$ cat src/hw/rtl/cnr_pkg.sv
// ---------------------------------------------------------------------------
// Common neighbour recommender: package
// Word types, codes, the inter-module control structs and the popcount.
// ---------------------------------------------------------------------------
package cnr_pkg;

  localparam int MAX_NODES_DEF = 64;
  localparam int IDX_W         = 6;
  localparam int ID_W          = 31;
  localparam int ADJ_W         = 64;
  localparam int CNT_W         = 7;

  // Register index as seen on the configuration port.
  localparam logic REG_NODE_COUNT = 1'b0;

  typedef enum logic {
    CMD_LOAD  = 1'b0,
    CMD_QUERY = 1'b1
  } cmd_t;

  typedef enum logic [1:0] {
    ST_LOAD_DONE = 2'd0,
    ST_RECOMMEND = 2'd1,
    ST_NONE      = 2'd2,
    ST_NOT_FOUND = 2'd3
  } status_t;

  typedef enum logic [1:0] {
    S_IDLE,
    S_SEARCH,
    S_SCAN,
    S_FINISH
  } state_t;

  typedef struct packed {
    cmd_t              cmd;
    logic [IDX_W-1:0]  row_index;
    logic [ID_W-1:0]   user_id;
    logic [ADJ_W-1:0]  adjacency_bits;
  } in_word_t;

  typedef struct packed {
    status_t           status;
    logic [ID_W-1:0]   recommended_id;
  } out_word_t;

  // Controller to scoring pipeline.
  typedef struct packed {
    logic              clear;
    logic              score_en;
    logic [IDX_W-1:0]  rd_idx;
    logic [IDX_W-1:0]  u;
    logic [ADJ_W-1:0]  urow;
    logic [ADJ_W-1:0]  live;
  } scan_ctl_t;

  // Scoring pipeline back to the controller.
  typedef struct packed {
    logic              busy;
    logic              any_elig;
    logic [ID_W-1:0]   rec_id;
  } score_res_t;

  // Number of set bits in a 64-bit row.
  function automatic logic [CNT_W-1:0] popcount64(input logic [ADJ_W-1:0] v);
    logic [CNT_W-1:0] c;
    c = '0;
    for (int k = 0; k < ADJ_W; k++) begin
      c = c + CNT_W'(v[k]);
    end
    return c;
  endfunction

endpackage

$ cat src/hw/rtl/cnr_score.sv
// ---------------------------------------------------------------------------
// Common neighbour recommender: scoring pipeline
// Counts common neighbours and degree per row and keeps the best candidates.
// ---------------------------------------------------------------------------
module cnr_score (
  input  logic                      clk,
  input  logic                      rst_n,
  input  cnr_pkg::scan_ctl_t        ctl,
  input  logic [cnr_pkg::ID_W-1:0]  rd_id,
  input  logic [cnr_pkg::ADJ_W-1:0] rd_adj,
  output cnr_pkg::score_res_t       res
);

  logic [cnr_pkg::ADJ_W-1:0] clean;
  logic                      elig;

  logic                      s1_valid_r;
  logic                      s1_elig_r;
  logic [cnr_pkg::ID_W-1:0]  s1_id_r;
  logic [cnr_pkg::CNT_W-1:0] s1_common_r;
  logic [cnr_pkg::CNT_W-1:0] s1_deg_r;

  logic                      any_elig_r;
  logic                      any_common_r;
  logic                      deg_first_r;
  logic [cnr_pkg::CNT_W-1:0] best_common_val_r;
  logic [cnr_pkg::CNT_W-1:0] best_deg_val_r;
  logic [cnr_pkg::ID_W-1:0]  best_common_id_r;
  logic [cnr_pkg::ID_W-1:0]  best_deg_id_r;
  logic                      upd_common;
  logic                      upd_deg;

  // Mask the row to live nodes without its diagonal; a candidate is neither
  // the user nor one of the user's neighbours.
  assign clean = rd_adj & ctl.live & ~(cnr_pkg::ADJ_W'(1) << ctl.rd_idx);
  assign elig  = (ctl.rd_idx != ctl.u) && !ctl.urow[ctl.rd_idx];

  // Stage one: both popcounts of the row just read.
  always_ff @(posedge clk) begin
    if (!rst_n) begin
      s1_valid_r <= 1'b0;
    end else begin
      s1_valid_r <= ctl.score_en;
    end
  end

  always_ff @(posedge clk) begin
    s1_elig_r   <= elig;
    s1_id_r     <= rd_id;
    s1_common_r <= cnr_pkg::popcount64(clean & ctl.urow);
    s1_deg_r    <= cnr_pkg::popcount64(clean);
  end

  // Stage two: strict improvement keeps the lowest row on a tie.
  assign upd_common = s1_valid_r && s1_elig_r && (s1_common_r > best_common_val_r);
  assign upd_deg    = s1_valid_r && s1_elig_r && (deg_first_r || (s1_deg_r > best_deg_val_r));

  always_ff @(posedge clk) begin
    if (!rst_n || ctl.clear) begin
      any_elig_r        <= 1'b0;
      any_common_r      <= 1'b0;
      deg_first_r       <= 1'b1;
      best_common_val_r <= '0;
    end else begin
      if (s1_valid_r && s1_elig_r) begin
        any_elig_r <= 1'b1;
      end
      if (upd_common) begin
        any_common_r      <= 1'b1;
        best_common_val_r <= s1_common_r;
      end
      if (upd_deg) begin
        deg_first_r <= 1'b0;
      end
    end
  end

  always_ff @(posedge clk) begin
    if (upd_common) begin
      best_common_id_r <= s1_id_r;
    end
    if (upd_deg) begin
      best_deg_val_r <= s1_deg_r;
      best_deg_id_r  <= s1_id_r;
    end
  end

  // Fall back on the highest degree when no candidate shares a neighbour.
  assign res.busy     = s1_valid_r;
  assign res.any_elig = any_elig_r;
  assign res.rec_id   = any_common_r ? best_common_id_r : best_deg_id_r;

endmodule

$ cat config.mk
export PLATFORM = sky130hd
export DESIGN_NAME = cnr_score
export DESIGN_NICKNAME = d
export VERILOG_FILES = /design/src/hw/rtl/cnr_pkg.sv /design/src/hw/rtl/cnr_score.sv
export SDC_FILE = /design/constraint.sdc
export NUM_CORES = 1
export LEC_CHECK = 0
export CORE_AREA = 10 10 130 132
export CTS_CLUSTER_DIAMETER = 80
export DETAILED_ROUTE_END_ITERATION = 6
export DIE_AREA = 0 0 140 142
export DONT_BUFFER_PORTS = 1
export PLACE_DENSITY = 0.79
export SETUP_SLACK_MARGIN = 0.02
export SLEW_MARGIN = 20
export SYNTH_ARGS = -nofsm -noshare
export SYNTH_HDL_FRONTEND = slang
export SYNTH_SLANG_ARGS = --single-unit
$ cat constraint.sdc
create_clock -name clk -period 21.5 [get_ports clk]
set_input_delay 4.3 -clock clk [delete_from_list [all_inputs] [get_ports clk]]
set_output_delay 4.3 -clock clk [all_outputs]
set_load 0.01 [all_outputs]
# Word level (Yosys, flattened, before mapping)
# Index checks and enable logic that the tools add are counted.
classes:
  n_lt_le_gt_ge: 3
  n_bitwise: 4
  n_addsub: 126
  shift: 1
  n_eq_ne: 1
  mux: 3
  n_reduce_logical: 8
ops:
  columns: ["op", "count"]
  rows:
  - ["$add A7 B1 Y7", 114]
  - ["$and A64 B64 Y64", 3]
  - ["$not A64 Y64", 1]
  - ["$shl A1 B6 Y64 const A", 1]
  - ["$mux W31", 1]
  - ["$add A6 B1 Y7", 2]
  - ["$gt A7 B7 Y1", 2]
  - ["$add A5 B1 Y6", 2]
  - ["$add A4 B1 Y5", 2]
  - ["$add A3 B1 Y4", 2]
  - ["$lt A6 B7 Y1 const B", 1]
  - ["$add A2 B1 Y3", 2]
  - ["$bmux W1 S6", 1]
  - ["$ne A6 B6 Y1", 1]
  - ["$add A1 B1 Y2", 2]
  - ["$logic_and A1 B1 Y1", 4]
  - ["$logic_not A1 Y1", 2]
  - ["$logic_or A1 B1 Y1", 2]
  - ["$mux W1", 1]
word_totals:
  input_bits: 239
  regBits: 126
  out_inout_bits: 33
  word_cells: 158

# Logic depth before layout (Yosys ltp)
# Gate-level depths: netlist of the first run.
depth:
  ltp_word: 67
  depth_mapped: 27
  mapped_depth_nobuf: 24

# Least setup slack after synthesis of the first run
# Ideal clock, no wire load.
synth_path:
  path_type: "input -> register"
  from: "in ctl[136] in the netlist's numbering"
  to: "reg s1_deg_r[6] in the netlist's numbering"
  stages: 23
  arrival_time_ns: 10.628
  setup_ns: 0.117
  path_buffers: 3
  path_slack_ns: 10.754
  required_ns: 21.383
  path_cell_list: "buf_4 -> buf_4 -> buf_4 -> nand2_1 -> nor3_1 -> a21oi_1 -> fa_1 -> fa_1 -> fa_1 -> inv_1 -> fa_1 -> fa_1 -> fa_1 -> fa_1 -> fa_1 -> inv_1 -> ha_1 -> fa_1 -> a21o_1 -> a21oi_1 -> nor2b_1 -> o21ai_0 -> nand2b_1"
synth_between:
  elab_chain_cells: 66
synth_lines:
  columns: ["item", "line_no", "rtl"]
  rows:
  - ["start, declared", "cnr_score.sv:8", "input cnr_pkg::scan_ctl_t ctl,"]
  - ["$shl A1 B6 Y64 *", "cnr_score.sv:35", "assign clean = rd_adj & ctl.live & ~(cnr_pkg::ADJ_W'(1) << ctl.rd_idx);"]
  - ["$not A64 Y64 *", "cnr_score.sv:35", null]
  - ["$and A64 B64 Y64 *", "cnr_score.sv:35", null]
  - ["$add A1 B1 Y2", "cnr_pkg.sv:69", "c = c + CNT_W'(v[k]);"]
  - ["$add A2 B1 Y3", "cnr_pkg.sv:69", null]
  - ["$add A3 B1 Y4", "cnr_pkg.sv:69", null]
  - ["$add A4 B1 Y5", "cnr_pkg.sv:69", null]
  - ["$add A5 B1 Y6", "cnr_pkg.sv:69", null]
  - ["$add A6 B1 Y7", "cnr_pkg.sv:69", null]
  - ["$add A7 B1 Y7 (56 in a row)", "cnr_pkg.sv:69", null]
  - ["$add A7 B1 Y7 *", "cnr_pkg.sv:69", null]
  - ["end signal, assigned", "cnr_score.sv:51", "s1_deg_r <= cnr_pkg::popcount64(clean);"]
  - ["end, declared", "cnr_score.sv:21", "logic [cnr_pkg::CNT_W-1:0] s1_deg_r;"]
# Mark *: on every way between the ends. The rest lies on a longest branch, timed or not.
# A chain may end at the register's enable or synchronous reset.

# Worst setup path after layout of the first run
# Same ends and word-level chain as after synthesis.

==> results.yml, run 1 <==
synth:
  synth_edf_count: 69
  yosys_warnings: 0
  synth_top_area_cell: "fa_1"
  synth_fa_ha_area_share_pct: 29.9
  main_combinational_cell_family_by_area_after_synthesis: "adder cells"
  yosys-top-cells-area: "fa_1 24%, edfxtp_1 23%, dfxtp_1 13%"
  synth-compound-area-share_pct: 6.48
  synth_xor_area_share_pct: 1.26
  post_synth.cell_area_avg_um2: 11.5
  synth_cell_types: 50
  synth.mux.area_fraction_pct: 8.84
  yosys_reg_bits: 126
  post_synth_inst_count: 790
  ys.flop_type: "edfxtp_1"
  mappedNetlistArea_um2: 9060
  yosysSeqAreaShare_pct: 35.5
  synthDominantCellAreaShare_pct: 23.9
  async_reset_ff_share_pct: 0
  fraction_of_the_mapped_netlist_area_in_simple_logic_gates_pct: 11.6
  synth_fp_nets: 1181
setup_path:
  startpoint_type: "input port"
  crit_path_cell_trace: "nand2b_1 > nor3_1 > a21oi_1 > fa_1 > fa_1 > fa_1 > inv_1 > fa_1 > fa_1 > fa_1 > fa_1 > fa_1 > inv_1 > ha_1 > fa_1 > a21o_1 > a21oi_1 > nor2b_1 > o21ai_0 > nand2b_1"
  regToRegSetupSlack_ns: 18.96
  worst-r2r-cell-count: 6
  worst_r2r_startpoint: "best_common_val_r[6]$_SDFFE_PP0P_"
  crit_path_top_delay_cell: "nor3_1"
  critical_path_s_most_frequent_cell: "fa_1"
  setup.worst_path.end_class: "register"
  critical_path_depth: 20
  critPathKind: "in2reg"
  cp_data_arrival_time_ns: 10.92
  crit_fanout: 26
  crit-reg2reg-capture: "best_common_id_r[22]$_DFFE_PP_"
  critical_path.top_delay_family: "adder cells"
  critical_path_buf_inv_count: 2
  worst-endpoint-required_ns: 21.79
  crit_path_largest_cell_delay_ns: 0.57
sta:
  post-route-min-period_ns: 10.63
  timing.max_slew.rel_slack_pct: 52.2
  final_setup_tns_ns: 0
  fmax_ghz: 0.0941
  rsz0062_at_grt: "no"
  setup_viol: 0
  timing.final.hold_violations: 0
  finClkSkew_ns: 0.00838
  final.period_utilization_pct: 49.4
  hold_slack_ns: 0.423
  final_critical_path_setup_slack_ns: 10.87
  final-max-slew-violation-count: 0
  max_slew.worst_pin.slew_ns: 0.711
clock_tree:
  htree_num_levels: 4
  cts_resized: 0
  cts_num_sinks: 126
  post-cts-setup-buffers: 0
  cts.root.buffer_cell: "clkbuf_16"
  cts_tree: "done"
  path_clk_slew_ns: 0.05
  ctsLongestPathBuffers: 2
  numCtsBuffers: 17
  clk-insertion-delay-late_ns: 0.40
  cts_hold_buf: 0
route:
  routed_wirelength_um: 28500
  drtIter0Drc: 442
  route.detailed.wl_per_inst_um: 28.8
  post_drt_via_cell_ratio: 6.38
  antenna_left: 0
  vias: 6312
  dr.pass1.iters: 5
  remaining_drc_errors: 0
finish:
  area_delta_synth_final_pct: 9.15
  layout.cells.most_common_list: "114 x inv_1, 108 x fa_1, 81 x nand2_1"
  instances_no_fill: 990
  final_layout_size_suffix_gt1_share_pct: 10.8
  finish.net_count: 1181
  final_common_cell: "inv_1"
power_and_ir_drop:
  power_leakage_nw: 4.26
  total_switching_power_mw: 0.544
  power_frac_seq_pct: 21.7
  switching_share_pct: 38.3
  internal_power_mw: 0.874
  peakVddDrop_mv: 0.169
  total_power_mw: 1.42
  power-per-cell-area_nw_per_um2: 143
  power.combinational.fraction_pct: 56.5
  power.share.clock_pct: 21.7
floorplan:
  core-area_um2: 14300
  fp.dieW_um: 140
  num_rows: 44
  die_footprint_um2: 19900
  ios: 272
  die_h_um: 142
  initial_core_util_pct: 63.3
placement:
  dp_cells: 955
  dp.final_hpwl_um: 23800
  gpl.final_weighted_congestion: 0.979
  pre_cts_slack_ns: 10.47
  place.port_buffers: 0
min_path:
  hold_path.class: "reg2reg"
  hold_path_startpoint: "s1_id_r[29]$_DFF_P_"
  hold-path-cell-count: 0
  min_delay_worst_endpoint: "best_deg_id_r[29]$_DFFE_PP_"
global_routing:
  grt_overflow_total: 0
  antenna_found_initial: 1
  grt_start_max_net_pins: 33
  wire_length_of_the_first_global_routing_pass_um: 42000
  via_count_of_the_first_global_routing_pass: 6877
  globalRouteTotalUtil_pct: 28.3
status:
  run_status: "complete, no violations"
flow_run:
  max_cap_violations: 0
==> stage by stage <==
step	instance area (µm²)	util, %
final	9890	69.1
after global routing	9880	69.1
after CTS	9880	69.0
after detailed placement	9230	64.5
after global placement	9190	64.2
after floorplan	9060	-
==> synthesized netlist by cell type, types with 2 or more instances <==
cell type and count:
inv_1 114, fa_1 108, nand2_1 81, edfxtp_1 69, dfxtp_1 57, ha_1 44, a21oi_1 34, nor2_1 33
mux2_2 31, nand3_1 24, and2_1 20, nand4_1 19, o211ai_1 19, nor2b_1 13, mux2i_1 11, xnor2_1 11
mux4_2 8, nand2b_1 8, buf_2 7, nor3_1 7, o2111ai_1 7, clkbuf_1 6, a21o_1 5, buf_4 5
mux4_1 5, nand3b_1 4, o21ai_0 4, buf_1 3, buf_6 3, o211a_1 3, o21bai_1 3, a311oi_1 2
mux2_4 2, o21a_1 2, or2_2 2, xor2_1 2
==> layer usage <==
layer | vias to the layer above | global-route usage [%] | part of all wire (%)
li1 | 2687 | - | -
met1 | 3154 | 30.3 | 34
met2 | 415 | 48.7 | 50
met3 | 56 | 11.9 | 12
met4 | 0 | 11.6 | 3.6
met5 | - | 0 | 0
==> layout make-up <==
cell class / instances / area (µm²)
multi-input combinational: 525 / 5290
fill: 1007 / 4420
sequential: 126 / 3210
clock buffer: 21 / 460
inverter: 114 / 428
tap: 184 / 230
clock inverter: 11 / 188
timing repair buffer: 6 / 72.6
antenna: 3 / 7.51
==> kinds of logic after synthesis <==
family / Yosys count
simple gates: 217
xor+xnor: 13
fa+ha+maj: 152
buf+inv: 139
mux: 57
compound gates: 86
flops: 126
==> sequential cells by signal, summed over array words and instances, names as in the netlist <==
signal             count
s1_common_r            7
best_common_id_r      31
s1_id_r               31
best_common_val_r      7
s1_deg_r               7
s1_valid_r             1
s1_elig_r              1
any_elig_r             1
best_deg_val_r         7
deg_first_r            1
any_common_r           1
best_deg_id_r         31
==> power by group through the flow <==
stage,clock network (mW),logic (mW),registers (mW)
after floorplan,0,0.645,0.308
after global placement,0,0.759,0.310
after detailed placement,0,0.804,0.312
after CTS,0.312,0.814,0.308
after global routing,0.323,0.946,0.310
final,0.308,0.802,0.308
==> how the worst max path moves through the flow <==
stage,from,slack [ns],end
floorplan,ctl[136],10.75,s1_deg_r[6]$_DFF_P_
global placement,ctl[136],10.55,s1_deg_r[6]$_DFF_P_
global route,ctl[138],10.61,s1_deg_r[6]$_DFF_P_
detailed placement,ctl[136],10.47,s1_deg_r[6]$_DFF_P_
finish,ctl[136],10.87,s1_deg_r[6]$_DFF_P_
CTS,ctl[136],10.88,s1_deg_r[6]$_DFF_P_
Power figures use the tool's default switching activity.
==> run 2: changes to the inputs <==
==> constraint.sdc (replaced) <==
create_clock -name clk -period 11 [get_ports clk]
set_input_delay 2.2 -clock clk [delete_from_list [all_inputs] [get_ports clk]]
set_output_delay 2.2 -clock clk [all_outputs]
set_load 0.01 [all_outputs]
==> run 2 against run 1 <==
  * Global-route usage about the same
  * Final area decreased by 0.37%
  * Sequential cell count unchanged
  * Total power increased by 93%
  * Sequential share of layout area increased by 0.12 points
  * Count of clock-buffer cells in the layout unchanged
  * Final cell count increased by 0.10%
  * Combinational power increased by 96%
  * Critical endpoint unchanged
==> results.yml, run 2 (synthesis gave the netlist of run 1 again) <==
status:
  run_status: "complete, no violations"
power_and_ir_drop:
  internal_power_mw: 1.67
  power_frac_seq_pct: 22.0
  total_switching_power_mw: 1.07
  power_leakage_nw: 4.24
  power-per-cell-area_nw_per_um2: 278
  total_power_mw: 2.74
  switching_share_pct: 39.1
  power.combinational.fraction_pct: 57.4
  power.share.clock_pct: 20.6
  peakVddDrop_mv: 0.381
global_routing:
  via_count_of_the_first_global_routing_pass: 6788
  wire_length_of_the_first_global_routing_pass_um: 42000
  globalRouteTotalUtil_pct: 28.3
  grt_start_max_net_pins: 33
  grt_overflow_total: 0
  antenna_found_initial: 2
setup_path:
  crit_path_largest_cell_delay_ns: 0.64
  crit_fanout: 26
  startpoint_type: "input port"
  critical_path_depth: 20
  critical_path.top_delay_family: "adder cells"
  cp_data_arrival_time_ns: 8.89
  worst-endpoint-required_ns: 11.29
  critical_path_s_most_frequent_cell: "fa_1"
  worst-r2r-cell-count: 7
  critical_path_buf_inv_count: 2
  crit_path_cell_trace: "nand2b_1 > nor3_1 > a21oi_1 > fa_1 > fa_1 > fa_1 > inv_1 > fa_1 > fa_1 > fa_1 > fa_1 > fa_1 > inv_1 > ha_1 > fa_1 > a21o_1 > a21oi_1 > nor2b_1 > o21ai_0 > nand2b_1"
  critPathKind: "in2reg"
  setup.worst_path.end_class: "register"
  crit_path_top_delay_cell: "nor3_1"
sta:
  fmax_ghz: 0.116
  finClkSkew_ns: 0.00889
  rsz0062_at_grt: "no"
  post-route-min-period_ns: 8.60
  final_setup_tns_ns: 0
  timing.max_slew.rel_slack_pct: 46.1
  final-max-slew-violation-count: 0
  max_slew.worst_pin.slew_ns: 0.802
  final.period_utilization_pct: 78.2
  timing.final.hold_violations: 0
  setup_viol: 0
finish:
  final_layout_size_suffix_gt1_share_pct: 10.7
  layout.cells.most_common_list: "114 x inv_1, 108 x fa_1, 81 x nand2_1"
  final_common_cell: "inv_1"
  finish.net_count: 1181
  sequential_cell_area_um2: 3210
  reg.largest.list: "best_common_id_r (31), best_deg_id_r (31), s1_id_r (31)"
  instances_no_fill: 991
  area_of_the_multi_input_gates_um2: 5290
  area_delta_synth_final_pct: 8.75
  nFillCells: 998
  layout.cell_area.non_filler_um2: 9860
placement:
  gpl.final_weighted_congestion: 0.979
  place.port_buffers: 0
  postPlaceCellArea_um2: 9230
  dp.final_hpwl_um: 23900
  dp_cells: 955
floorplan:
  die_footprint_um2: 19900
  die_h_um: 142
  core-area_um2: 14300
  initial_core_util_pct: 63.3
  num_rows: 44
  fp.dieW_um: 140
  ios: 272
clock_tree:
  cts_num_sinks: 126
  post-cts-setup-buffers: 0
  cts_hold_buf: 0
  clk-insertion-delay-late_ns: 0.41
  path_clk_slew_ns: 0.05
  htree_num_levels: 4
  cts.root.buffer_cell: "clkbuf_16"
  cts_resized: 0
  ctsLongestPathBuffers: 2
  cts_tree: "done"
  numCtsBuffers: 17
route:
  dr.pass1.iters: 5
  antenna_left: 0
  vias: 6233
  route.detailed.wl_per_inst_um: 28.8
  routed_wirelength_um: 28600
  remaining_drc_errors: 0
  drtIter0Drc: 501
  post_drt_via_cell_ratio: 6.29
min_path:
  hold-path-cell-count: 0
  hold_path.class: "reg2reg"
flow_run:
  max_cap_violations: 0
run 2: worst paths after layout:
path	startpoint	endpoint	slack [ns]
max	ctl[136]	s1_deg_r[6]$_DFF_P_	2.40
max reg2reg	best_common_val_r[1]$_SDFFE_PP0P_	best_common_id_r[25]$_DFFE_PP_	8.40
min reg2reg	s1_id_r[8]$_DFF_P_	best_common_id_r[8]$_DFFE_PP_	0.43
min	s1_id_r[8]$_DFF_P_	best_common_id_r[8]$_DFFE_PP_	0.43
run 2: per-layer routing:
metal	part of all wire (%)	vias up	global-route usage [%]	wire (µm)
met5	0	-	0	0
met4	2.9	0	9.78	820
met3	12	48	12.0	3380
met2	51	408	49.5	14500
met1	35	3093	30.1	9880
li1	-	2684	-	-
run 2: metrics by stage:
stage          setup slack (ns)  hold slack, ns  utilization, %
2_1_floorplan              2.35           0.404               -
3_3_place_gp               2.15           0.405            64.2
3_5_place_dp               2.01           0.415            64.5
4_1_cts                    2.42           0.427            68.8
5_1_grt                    2.12           0.442            68.8
6_report                   2.40           0.426            68.9
run 2: layout make-up:
cell class	instances	area share (%)
Sequential cell	126	32.6
Tap cell	184	2.34
Antenna cell	4	0.102
Timing Repair Buffer	6	0.736
Clock buffer	21	4.77
Multi-Input combinational cell	525	53.7
Clock inverter	11	1.41
Inverter	114	4.34
run 2: power groups by stage:
stage | logic [mW] | registers, mW | clock network (mW)
finish | 1.57 | 0.602 | 0.563
global route | 1.82 | 0.606 | 0.590
CTS | 1.59 | 0.602 | 0.568
detailed placement | 1.57 | 0.610 | 0
global placement | 1.48 | 0.606 | 0
floorplan | 1.26 | 0.603 | 0
