### config.mk
export PLATFORM = sky130hd
export DESIGN_NAME = cnr_ctrl
export DESIGN_NICKNAME = d
export VERILOG_FILES = /design/src/hw/rtl/cnr_pkg.sv /design/src/hw/rtl/cnr_ctrl.sv
export SDC_FILE = /design/constraint.sdc
export NUM_CORES = 1
export LEC_CHECK = 0
export ABC_CLOCK_PERIOD_IN_PS = 3450
export BUFFER_PORTS_ARGS = -buffer_cell sky130_fd_sc_hd__buf_4
export CORE_AREA = 2 2 202 204
export DETAILED_ROUTE_END_ITERATION = 10
export DIE_AREA = 0 0 204 206
export MAX_ROUTING_LAYER = met4
export PLACE_DENSITY = 0.62
export SYNTH_ARGS = -nofsm -noshare
export SYNTH_HDL_FRONTEND = slang
export SYNTH_SLANG_ARGS = --single-unit
### constraint.sdc
create_clock -name clk -period 3.45 [get_ports clk]
set_input_delay 0.345 -clock clk [delete_from_list [all_inputs] [get_ports clk]]
set_output_delay 0.345 -clock clk [all_outputs]
set_load 0.02 [all_outputs]
### src/hw/rtl/cnr_pkg.sv
// ---------------------------------------------------------------------------
// Common neighbour recommender: package
// Word types, codes, the inter-module control structs and the popcount.
// ---------------------------------------------------------------------------
package cnr_pkg;

  localparam int MAX_NODES_DEF = 64;
  localparam int IDX_W         = 6;
  localparam int ID_W          = 31;
  localparam int ADJ_W         = 64;
  localparam int CNT_W         = 7;

  // Register index as seen on the configuration port.
  localparam logic REG_NODE_COUNT = 1'b0;

  typedef enum logic {
    CMD_LOAD  = 1'b0,
    CMD_QUERY = 1'b1
  } cmd_t;

  typedef enum logic [1:0] {
    ST_LOAD_DONE = 2'd0,
    ST_RECOMMEND = 2'd1,
    ST_NONE      = 2'd2,
    ST_NOT_FOUND = 2'd3
  } status_t;

  typedef enum logic [1:0] {
    S_IDLE,
    S_SEARCH,
    S_SCAN,
    S_FINISH
  } state_t;

  typedef struct packed {
    cmd_t              cmd;
    logic [IDX_W-1:0]  row_index;
    logic [ID_W-1:0]   user_id;
    logic [ADJ_W-1:0]  adjacency_bits;
  } in_word_t;

  typedef struct packed {
    status_t           status;
    logic [ID_W-1:0]   recommended_id;
  } out_word_t;

  // Controller to scoring pipeline.
  typedef struct packed {
    logic              clear;
    logic              score_en;
    logic [IDX_W-1:0]  rd_idx;
    logic [IDX_W-1:0]  u;
    logic [ADJ_W-1:0]  urow;
    logic [ADJ_W-1:0]  live;
  } scan_ctl_t;

  // Scoring pipeline back to the controller.
  typedef struct packed {
    logic              busy;
    logic              any_elig;
    logic [ID_W-1:0]   rec_id;
  } score_res_t;

  // Number of set bits in a 64-bit row.
  function automatic logic [CNT_W-1:0] popcount64(input logic [ADJ_W-1:0] v);
    logic [CNT_W-1:0] c;
    c = '0;
    for (int k = 0; k < ADJ_W; k++) begin
      c = c + CNT_W'(v[k]);
    end
    return c;
  endfunction

endpackage

### src/hw/rtl/cnr_ctrl.sv
// ---------------------------------------------------------------------------
// Common neighbour recommender: controller
// Handles loads, sequences the ID search and the scoring scan, and holds
// the output register.
// ---------------------------------------------------------------------------
module cnr_ctrl #(
  parameter int MAX_NODES = cnr_pkg::MAX_NODES_DEF,
  parameter int AW        = $clog2(MAX_NODES)
) (
  input  logic                       clk,
  input  logic                       rst_n,
  input  logic                       in_valid,
  output logic                       in_stall,
  input  cnr_pkg::in_word_t          in_word,
  output logic                       out_valid,
  input  logic                       out_stall,
  output cnr_pkg::out_word_t         out_word,
  input  logic [cnr_pkg::CNT_W-1:0]  node_count,
  output logic                       wr_en,
  output logic [AW-1:0]              wr_addr,
  output logic [cnr_pkg::ID_W-1:0]   wr_id,
  output logic [cnr_pkg::ADJ_W-1:0]  wr_adj,
  output logic                       rd_en,
  output logic [AW-1:0]              rd_addr,
  input  logic [cnr_pkg::ID_W-1:0]   rd_id,
  input  logic [cnr_pkg::ADJ_W-1:0]  rd_adj,
  output cnr_pkg::scan_ctl_t         ctl,
  input  cnr_pkg::score_res_t        res
);

  cnr_pkg::state_t           state_r, state_nxt;
  logic                      pend_r, pend_nxt;
  logic                      out_valid_r, out_valid_nxt;
  cnr_pkg::out_word_t        out_word_r, out_word_nxt;
  logic [cnr_pkg::CNT_W-1:0] cnt_r, cnt_nxt;
  logic [cnr_pkg::CNT_W-1:0] n_r, n_nxt;
  logic [cnr_pkg::IDX_W-1:0] pidx_r, pidx_nxt;
  logic [cnr_pkg::IDX_W-1:0] u_r, u_nxt;
  logic [cnr_pkg::ID_W-1:0]  qid_r, qid_nxt;
  logic [cnr_pkg::ADJ_W-1:0] live_r, live_nxt;
  logic [cnr_pkg::ADJ_W-1:0] urow_r, urow_nxt;
  cnr_pkg::status_t          rstat_r, rstat_nxt;
  logic [cnr_pkg::ID_W-1:0]  rid_r, rid_nxt;

  logic [cnr_pkg::CNT_W-1:0] n_clamp;
  logic [cnr_pkg::ADJ_W-1:0] live_mask;
  logic                      accept;
  logic                      issue;
  logic                      match;
  logic                      out_free;

  // Node count above the store depth is taken as the depth.
  assign n_clamp = (node_count > cnr_pkg::CNT_W'(MAX_NODES)) ?
                   cnr_pkg::CNT_W'(MAX_NODES) : node_count;

  always_comb begin
    for (int j = 0; j < cnr_pkg::ADJ_W; j++) begin
      live_mask[j] = cnr_pkg::CNT_W'(j) < n_clamp;
    end
  end

  assign in_stall = (state_r != cnr_pkg::S_IDLE);
  assign accept   = in_valid && !in_stall;
  assign out_free = !out_valid_r || !out_stall;

  // One row read per cycle while the pass still has rows left.
  assign issue   = ((state_r == cnr_pkg::S_SEARCH) || (state_r == cnr_pkg::S_SCAN)) &&
                   (cnt_r < n_r);
  assign rd_en   = issue;
  assign rd_addr = cnt_r[AW-1:0];
  assign match   = pend_r && (rd_id == qid_r);

  // Loads write at the edge they are accepted; a row beyond the store is
  // dropped but still acknowledged.
  assign wr_en   = accept && (in_word.cmd == cnr_pkg::CMD_LOAD) &&
                   ({1'b0, in_word.row_index} < cnr_pkg::CNT_W'(MAX_NODES));
  assign wr_addr = in_word.row_index[AW-1:0];
  assign wr_id   = in_word.user_id;
  assign wr_adj  = in_word.adjacency_bits;

  assign ctl.clear    = accept;
  assign ctl.score_en = pend_r && (state_r == cnr_pkg::S_SCAN);
  assign ctl.rd_idx   = pidx_r;
  assign ctl.u        = u_r;
  assign ctl.urow     = urow_r;
  assign ctl.live     = live_r;

  // Next state and datapath control.
  always_comb begin
    state_nxt     = state_r;
    pend_nxt      = pend_r;
    cnt_nxt       = cnt_r;
    n_nxt         = n_r;
    pidx_nxt      = pidx_r;
    u_nxt         = u_r;
    qid_nxt       = qid_r;
    live_nxt      = live_r;
    urow_nxt      = urow_r;
    rstat_nxt     = rstat_r;
    rid_nxt       = rid_r;
    out_valid_nxt = out_valid_r && out_stall;
    out_word_nxt  = out_word_r;

    case (state_r)
      cnr_pkg::S_IDLE: begin
        if (in_valid) begin
          if (in_word.cmd == cnr_pkg::CMD_LOAD) begin
            rstat_nxt = cnr_pkg::ST_LOAD_DONE;
            rid_nxt   = '0;
            state_nxt = cnr_pkg::S_FINISH;
          end else begin
            qid_nxt   = in_word.user_id;
            n_nxt     = n_clamp;
            live_nxt  = live_mask;
            cnt_nxt   = '0;
            pend_nxt  = 1'b0;
            state_nxt = cnr_pkg::S_SEARCH;
          end
        end
      end

      cnr_pkg::S_SEARCH: begin
        pend_nxt = issue;
        pidx_nxt = cnt_r[cnr_pkg::IDX_W-1:0];
        if (issue) begin
          cnt_nxt = cnt_r + 1'b1;
        end
        // The first matching row is the user.
        if (match) begin
          u_nxt     = pidx_r;
          urow_nxt  = rd_adj & live_r & ~(cnr_pkg::ADJ_W'(1) << pidx_r);
          cnt_nxt   = '0;
          pend_nxt  = 1'b0;
          state_nxt = cnr_pkg::S_SCAN;
        end else if (!pend_r && !issue) begin
          rstat_nxt = cnr_pkg::ST_NOT_FOUND;
          rid_nxt   = '0;
          state_nxt = cnr_pkg::S_FINISH;
        end
      end

      cnr_pkg::S_SCAN: begin
        pend_nxt = issue;
        pidx_nxt = cnt_r[cnr_pkg::IDX_W-1:0];
        if (issue) begin
          cnt_nxt = cnt_r + 1'b1;
        end
        // Finish once the scoring pipeline has drained.
        if (!issue && !pend_r && !res.busy) begin
          rstat_nxt = res.any_elig ? cnr_pkg::ST_RECOMMEND : cnr_pkg::ST_NONE;
          rid_nxt   = res.any_elig ? res.rec_id : '0;
          state_nxt = cnr_pkg::S_FINISH;
        end
      end

      cnr_pkg::S_FINISH: begin
        if (out_free) begin
          out_valid_nxt = 1'b1;
          out_word_nxt  = '{status: rstat_r, recommended_id: rid_r};
          state_nxt     = cnr_pkg::S_IDLE;
        end
      end

      default: begin
        state_nxt = cnr_pkg::S_IDLE;
      end
    endcase
  end

  // Control registers.
  always_ff @(posedge clk) begin
    if (!rst_n) begin
      state_r     <= cnr_pkg::S_IDLE;
      pend_r      <= 1'b0;
      out_valid_r <= 1'b0;
    end else begin
      state_r     <= state_nxt;
      pend_r      <= pend_nxt;
      out_valid_r <= out_valid_nxt;
    end
  end

  // Datapath registers.
  always_ff @(posedge clk) begin
    cnt_r      <= cnt_nxt;
    n_r        <= n_nxt;
    pidx_r     <= pidx_nxt;
    u_r        <= u_nxt;
    qid_r      <= qid_nxt;
    live_r     <= live_nxt;
    urow_r     <= urow_nxt;
    rstat_r    <= rstat_nxt;
    rid_r      <= rid_nxt;
    out_word_r <= out_word_nxt;
  end

  assign out_valid = out_valid_r;
  assign out_word  = out_word_r;

endmodule

# Word level (Yosys, flattened, before mapping)
# Cells that the tools add are included.
# word_totals
output_inout_bits,286
inputBits,241
regBits,255
# classes
eq_ne,12
n_bitwise,4
magnitude_cmp,66
n_addsub,1
mux,32
n_shift,1
reduce_logical,26
# op_table
operator,n
6-bit by 7-bit < comparator with 1-bit output (first input constant),32
31-bit two-way mux,6
64-bit AND,2
5-bit by 7-bit < comparator with 1-bit output (first input constant),16
31-bit one-hot mux with 3 select lines,1
64-bit NOT,1
1-bit by 6-bit left shift with 64-bit output (first input constant),1
4-bit by 7-bit < comparator with 1-bit output (first input constant),8
7-bit two-way mux,5
31-bit == test,1
3-bit by 7-bit < comparator with 1-bit output (first input constant),4
2-bit two-way mux,11
7-bit one-hot mux with 3 select lines,1
1-bit by 7-bit < comparator with 1-bit output (first input constant),2
2-bit by 7-bit < comparator with 1-bit output (first input constant),2
2-bit inequality test (second input constant),5
1-bit logical AND,8
2-bit one-hot mux with 4 select lines,1
7-bit by 1-bit adder with 7-bit output (second input constant),1
7-bit > comparator (second input constant),1
7-bit < comparator,1
1-bit zero test,6
2-bit one-hot mux with 3 select lines,1
3-bit AND reduction,2
other kinds (15),23

# Logic depth before layout (Yosys ltp)
# Gate-level depths: netlist of run 1.
# depth
depth_word,8
ltp_mapped,8
mapped_depth_nobuf,8

# Worst setup path before layout of run 1
# OpenSTA, ideal clock, no wires.
# synth_timing
path_type,register to register
startpoint,register state_r[0]
endpoint,register out_word_r (netlist bit out_word[0]) (enable)
setup_ns,0.474
n_path_buf,0
path_slack_ns,-0.084
stages_incl_launch_ff,3
period_less_slack_ns,3.534
t_arrival_ns,3.060
t_required_ns,2.976
path_cell_list,dfxtp_1 > ha_1 > a21boi_0
# synth_between
elab_chain_len,2
# synth_lines
item,line_no,source
start: declaration,cnr_ctrl.sv:31,"cnr_pkg::state_t state_r, state_nxt;"
start signal: assignment,cnr_ctrl.sv:173,state_r <= cnr_pkg::S_IDLE;
start signal: assignment,cnr_ctrl.sv:177,state_r <= state_nxt;
2-bit == test,cnr_ctrl.sv:104,case (state_r)
2-bit AND reduction (no line),-,
end signal: assignment,cnr_ctrl.sv:194,out_word_r <= out_word_nxt;
end: declaration,cnr_ctrl.sv:34,"cnr_pkg::out_word_t out_word_r, out_word_nxt;"
# Every way passes these cells.
# A chain may end at the register's enable or synchronous reset.

==> results of run 1 <==
==> Yosys cell counts (all sizes together), types with 3 or more instances <==
master | instances | area share [%]
nand4 | 10 | 0.71
nor2 | 31 | 1.1
a31oi | 4 | 0.23
o311a | 3 | 0.27
nor4 | 4 | 0.23
o21ai | 29 | 1.4
and3 | 35 | 2.0
xnor2 | 32 | 2.6
o21bai | 8 | 0.55
nand2b | 9 | 0.51
nor3 | 6 | 0.27
inv | 18 | 0.62
clkbuf | 26 | 0.89
nor2b | 12 | 0.68
or3 | 5 | 0.29
nand3 | 4 | 0.18
a21o | 3 | 0.21
nand2 | 105 | 3.6
a21oi | 75 | 3.6
dfxtp | 4 | 0.73
xor2 | 4 | 0.32
ha | 12 | 1.4
and2 | 5 | 0.29
edfxtp | 250 | 68
buf | 110 | 7.5
o21a | 3 | 0.21
==> per-stage QoR <==
step           hold slack [ns]  cell area [µm²]  setup slack, ns  instances
2_1_floorplan           0.4003            10960           0.7042        823
3_3_place_gp            0.4004            13720           0.7628       1615
3_5_place_dp            0.4063            13720           0.7387       1615
4_1_cts                0.02127            14910           0.7721       1697
5_1_grt                0.03938            14910           0.6229       1698
6_report               0.06430            14910           0.8353       1698
==> cell families (layout without fill, tap and decap cells) <==
family | Yosys count | count (layout) | share of synthesized area [%]
other | 0 | 1 | 0
multiplexers | 2 | 2 | 0.1826
XOR/XNOR | 36 | 36 | 2.876
flip-flops | 254 | 254 | 69.22
buffers and inverters | 154 | 496 | 9.017
adder cells (fa/ha/maj) | 12 | 12 | 1.370
AO/OA/AOI/OAI | 136 | 136 | 7.328
AND/OR/NAND/NOR | 229 | 229 | 10.01
==> flip-flops by register name, indices dropped and copies added (netlist names) <==
name / cells
pend_r: 1
u_r: 6
out_word: 33
cnt_r: 7
live_r: 63
n_r: 7
urow_r: 64
rstat_r: 2
out_valid: 1
rid_r: 31
state_r: 2
qid_r: 31
pidx_r: 6
==> critical path: cells and delay by family, from the launching register on <==
kind / cells / cell delay, ns
adders and majority gates: 1 / 0.85
and+or+nand+nor: 1 / 0.23
DFF: 1 / 0.35
buffers and inverters: 2 / 0.27
==> power breakdown <==
part	switching (µW)	internal, µW	total [µW]
sequential	398	4100	4500
combinational	1410	795	2200
clock	1260	1630	2900
total	3070	6520	9590
==> layer usage <==
layer / global-route usage (%) / part of all wire, %
met1: 17.02 / 37
met2: 26.11 / 51
met3: 3.390 / 7.7
met4: 6.522 / 4.3
met5: - / 0
==> final timing paths <==
check | startpoint | slack (ns) | end
max | state_r[0]$_SDFFE_PN0P_ | 0.84 | ctl[140]
max reg2reg | cnt_r[4]$_DFFE_PP_ | 0.90 | rid_r[24]$_SDFFCE_PN0P_
min reg2reg | rid_r[8]$_SDFFCE_PN0P_ | 0.41 | out_word[8]$_DFFE_PP_
min | rst_n | 0.06 | out_valid$_SDFF_PN0_
==> cell type report <==
| class | count | share of cell area (%) |
|---|---|---|
| antenna | 1 | 0.01678 |
| clock buffer | 38 | 5.093 |
| clock inverter | 13 | 0.7803 |
| inverter | 18 | 0.4531 |
| multi-input combinational | 415 | 16.13 |
| sequential | 254 | 50.88 |
| tap | 532 | 4.463 |
| timing repair buffer | 427 | 22.18 |
==> impl_metrics.py, run 1 <==
metrics = {
    "clocking": {
        "postCtsSetupBuffers": 0,
        "cts_tree": "done",
        "path_clk_slew_ns": 0.06,
        "cts_htree_levels": 1,
        "cts_buffer_depth": 3,
        "cts-root-buf": "clkbuf_16",
        "clock_latency_ns": 0.57,
        "cts_buffers": 29,
        "clock-sinks": 254,
        "post_cts_resize_count": 0,
        "hold_buffers": 31,
    },
    "synth": {
        "syn_inst": 823,
        "synth_cell_type_count": 47,
        "syn_area_mm2": 0.01096,
        "avgSynthCellArea_um2": 13.32,
        "yosysSeqAreaShare_pct": 69.22,
        "ys_ff_latch": 254,
        "yosys_warnings": 0,
        "async_flop_share_pct": 0,
        "syn-num-nets": 1076,
        "synth_top_flop_cell": "edfxtp_1",
        "synth_edf_count": 250,
    },
    "status": {
        "outcome": "complete, no violations",
    },
    "setup_path": {
        "cp_slowest_cell": "ha_1",
        "worstPathRequired_ns": 3.11,
        "path_cells": "inv_1, ha_1, and2_1, buf_4",
        "cp-start-kind": "flip-flop",
        "cp-end-kind": "primary output",
        "critPathArrivalTime_ns": 2.27,
        "crit_path_max_incr_delay_ns": 0.85,
        "crit_fanout": 38,
        "critical_path_class": "flip-flop to primary output",
        "reg2reg_depth": 8,
    },
    "layout": {
        "final_util_pct": 37.11,
        "final_cell_mix": "394 x buf_4, 250 x edfxtp_1, 105 x nand2_1, 72 x a21oi_1, 33 x and3_1",
        "n_fill_cell": 3873,
        "final_layout_size_suffix_gt1_share_pct": 38.37,
        "syn_to_final_growth_pct": 36.05,
        "regArea_mm2": 0.007587,
        "multi_input_area_mm2": 0.002406,
        "fin_nets": 1398,
        "final_common_cell": "buf_4",
    },
    "timing": {
        "finalSetupTns_ns": 0,
        "fin_crit_sh_pct": 75.79,
        "worst-slew-pin-transition_ns": 1.082,
        "final-setup-viol-count": 0,
        "fin_skew_ns": 0.01720,
        "max_clock_freq_mhz": 382.5,
        "rsz0062_at_grt": "no",
        "fin_crit_ns": 2.615,
        "relSlewSlack_pct": 27.71,
        "finalHoldViolations": 0,
        "final_max_slew_viol_count": 0,
    },
    "placement": {
        "dp_hpwl_um": 24370,
        "routabilityCongestion": 0.8443,
        "io_buffers": 386,
    },
    "floorplanning": {
        "io_pins": 527,
        "core_area_mm2": 0.04018,
        "num_rows": 74,
        "die_w_um": 204,
        "dieHeight_um": 206,
        "start_util_pct": 27.28,
        "die_area_mm2": 0.04202,
    },
    "global_route": {
        "track_usage_pct": 15.18,
        "grt_pass1_vias": 7670,
        "gr-total-overflow": 0,
        "antenna_found_initial": 1,
        "grt_max_degree": 43,
        "grt_pass1_wl_um": 46490,
    },
    "routing": {
        "wl_per_cell_um": 19.37,
        "route.detailed.drc": 0,
        "vias_per_cell": 4.507,
        "ant_nets": 0,
        "routed_wl_um": 32890,
        "vias": 7653,
        "firstDrtPassIters": 5,
        "drt_iter0_drc": 504,
    },
    "run": {
        "drv_cap": 0,
    },
    "min_path": {
        "min-delay-path-class": "primary input to flip-flop",
        "min_path_cells": 2,
    },
    "pwr": {
        "p_leak_uw": 0.005872,
        "ir_drop_v": 0.0004190,
        "p_per_area_mw_per_mm2": 643.3,
        "p_total_uw": 9593,
    },
}
No activity file was read; power rests on OpenSTA's default activity.
==> run 2, diff against run 1 <==
- ABC_AREA: not set -> 1
- ABC_CLOCK_PERIOD_IN_PS: 3450 -> 2750
- CORE_AREA: 2 2 202 204 -> 2 2 207 209
- DIE_AREA: 0 0 204 206 -> 0 0 209 211
- PLACE_DENSITY: 0.62 -> 0.6
- clock period: 3.45 -> 2.75 ns (I/O delays scaled with it)
==> impl_metrics.py, run 2 <==
metrics = {
    "min_path": {
        "min-delay-path-class": "primary input to flip-flop",
        "min_path_cells": 2,
    },
    "clocking": {
        "postCtsSetupBuffers": 0,
        "cts_tree": "done",
        "cts_buffers": 29,
        "clock-sinks": 254,
        "clock_latency_ns": 0.57,
        "cts_buffer_depth": 3,
        "cts_htree_levels": 1,
        "path_clk_slew_ns": 0.06,
        "cts-root-buf": "clkbuf_16",
    },
    "routing": {
        "routed_wl_um": 37610,
        "drt_iter0_drc": 584,
        "firstDrtPassIters": 5,
        "ant_nets": 0,
        "vias": 8839,
        "vias_per_cell": 4.489,
        "route.detailed.drc": 0,
        "wl_per_cell_um": 19.10,
    },
    "setup_path": {
        "critPathArrivalTime_ns": 2.22,
        "cp-end-kind": "primary output",
        "reg2reg_depth": 12,
        "critical_path_class": "flip-flop to primary output",
        "cp-start-kind": "flip-flop",
        "worstPathRequired_ns": 2.48,
        "crit_fanout": 9,
    },
    "synth": {
        "synth.area.top_cells": "edfxtp_1 65%, buf_4 7.3%, inv_1 5.1%",
        "synth_top_cell_by_area": "edfxtp_1",
        "synth_edf_count": 250,
        "async_flop_share_pct": 0,
        "syn_inst": 981,
        "yosysSeqAreaShare_pct": 66.10,
        "syn-num-nets": 1234,
        "yosysMostFrequentCell": "edfxtp_1",
        "synth.top_cell.area_share_pct": 65.40,
        "avgSynthCellArea_um2": 11.70,
        "synth_top_flop_cell": "edfxtp_1",
        "ys_ff_latch": 254,
        "syn_area_mm2": 0.01148,
        "synth_commonest_cells": "250 x edfxtp_1, 155 x inv_1, 125 x nand2_1, 111 x buf_4, 77 x nor2_1",
        "synth_cell_type_count": 31,
        "yosys_warnings": 0,
    },
    "timing": {
        "rsz0062_at_grt": "no",
        "fin_crit_sh_pct": 90.58,
        "worst-slew-pin-transition_ns": 0.6917,
        "finalSetupTns_ns": 0,
        "fin_crit_ns": 2.491,
        "final-setup-viol-count": 0,
        "final_max_slew_viol_count": 0,
        "finalHoldViolations": 0,
        "fin_hold_ws_ns": 0.02641,
        "relSlewSlack_pct": 53.72,
        "fin_skew_ns": 0.01530,
        "max_clock_freq_mhz": 401.5,
    },
    "floorplanning": {
        "core_area_mm2": 0.04176,
        "die_area_mm2": 0.04410,
        "start_util_pct": 27.49,
        "die_w_um": 209,
        "io_pins": 527,
        "num_rows": 75,
        "dieHeight_um": 211,
    },
    "run": {
        "drv_cap": 0,
    },
    "global_route": {
        "grt_pass1_wl_um": 53600,
        "grt_max_degree": 71,
        "antenna_found_initial": 3,
        "track_usage_pct": 16.69,
        "grt_pass1_vias": 8899,
        "gr-total-overflow": 0,
    },
    "layout": {
        "syn_to_final_growth_pct": 43.33,
        "top_register": "urow_r",
        "final_layout_size_suffix_gt1_share_pct": 35.04,
        "final_cell_mix": "418 x buf_4, 250 x edfxtp_1, 154 x inv_1, 124 x nand2_1, 106 x dlygate4sd3_1",
        "fin_cells": 1969,
        "final_common_cell": "buf_4",
        "fin_nets": 1660,
        "largest_reg_flops": 64,
    },
    "placement": {
        "numPlacedInstances": 1809,
        "routabilityCongestion": 0.8617,
        "io_buffers": 386,
        "dp_hpwl_um": 28080,
    },
    "pwr": {
        "p_leak_uw": 0.007154,
        "ir_drop_v": 0.0004122,
        "p_per_area_mw_per_mm2": 767.3,
    },
    "status": {
        "outcome": "complete, no violations",
    },
}
## run 2: cell count changes in the layout (fill, tap and decap cells not counted), moves of 19 or more
cell / previous run / this run
nand3_1: 4 / 41
inv_1: 18 / 154
xnor2_1: 32 / 11
o211a_1: 0 / 32
dlygate4sd3_1: 31 / 106
nor2_1: 31 / 75
buf_4: 394 / 418
a21oi_1: 72 / 36
nand2_1: 105 / 124
and3_1: 33 / 0
nand4_1: 9 / 34
## run 2: critical path, stage by stage, from the launching register on
cell	delay [ns]
dfxtp_1	0.40
inv_1	0.12
ha_4	0.35
inv_1	0.09
nor2_1	0.09
nand2_1	0.05
nor2_1	0.12
nand2_2	0.12
inv_2	0.12
buf_4	0.17
## run 2: worst paths after layout
| path | slack [ns] | endpoint | start |
|---|---|---|---|
| setup reg to reg | 0.37 | rid_r[24]$_SDFFCE_PN0P_ | state_r[1]$_SDFFE_PN0P_ |
| setup / recovery | 0.26 | rd_en | state_r[1]$_SDFFE_PN0P_ |
| hold reg to reg | 0.42 | out_word[5]$_DFFE_PP_ | rid_r[5]$_SDFFCE_PN0P_ |
| hold / removal | 0.03 | urow_r[17]$_DFFE_PP_ | rd_adj[17] |
## run 2: final cells by class
type                       instances  area (µm²)
antenna                            3       7.507
tap                              539       674.4
timing repair buffer             528        4279
fill                            3986       25310
multi-input combinational        431        2415
inverter                         163       611.8
sequential                       254        7589
clock inverter                    16       127.6
clock buffer                      35       748.2
## run 2: cell families (layout without fill, tap and decap cells)
family | after synthesis | after routing | share of synthesized area (%)
and+or+nand+nor | 297 | 297 | 11.48
DFF | 254 | 254 | 66.10
adders and majority gates | 12 | 12 | 1.308
other | 0 | 3 | 0
AOI/OAI and AO/OA | 110 | 110 | 6.878
buffers and inverters | 296 | 742 | 13.32
xor gates and xnor gates | 12 | 12 | 0.9156
## run 2: what timing repair did
item,in CTS,in global routing
hold endpoints to repair,108,0
gates resized for setup,0,3
hold buffers,106,0
endpoints found under the setup margin,0,1
## run 2: through the flow
step | total power, µW | util, % | worst slack (ns) | cell area, µm²
after global routing | 13190 | 39.40 | 0.04156 | 16450
after floorplan | 7494 | - | 0.008728 | 11520
after detailed placement | 8962 | 34.73 | 0.2773 | 14500
final | 12620 | 39.40 | 0.2591 | 16450
after global placement | 8892 | 34.73 | 0.3985 | 14500
after CTS | 12740 | 39.37 | 0.04097 | 16440
## run 2: power by group
group / internal [µW] / switching, µW
Combinational: 1210 / 2280
Clock: 2030 / 1600
Sequential: 5160 / 343
Total: 8400 / 4230
## run 2: layer usage
layer / up-vias / GRT usage, % / routed length (µm)
li1: 4082 / - / -
met1: 4218 / 17.46 / 13520
met2: 427 / 30.08 / 19660
met3: 112 / 3.167 / 2560
met4: 0 / 8.448 / 1872
met5: - / - / 0
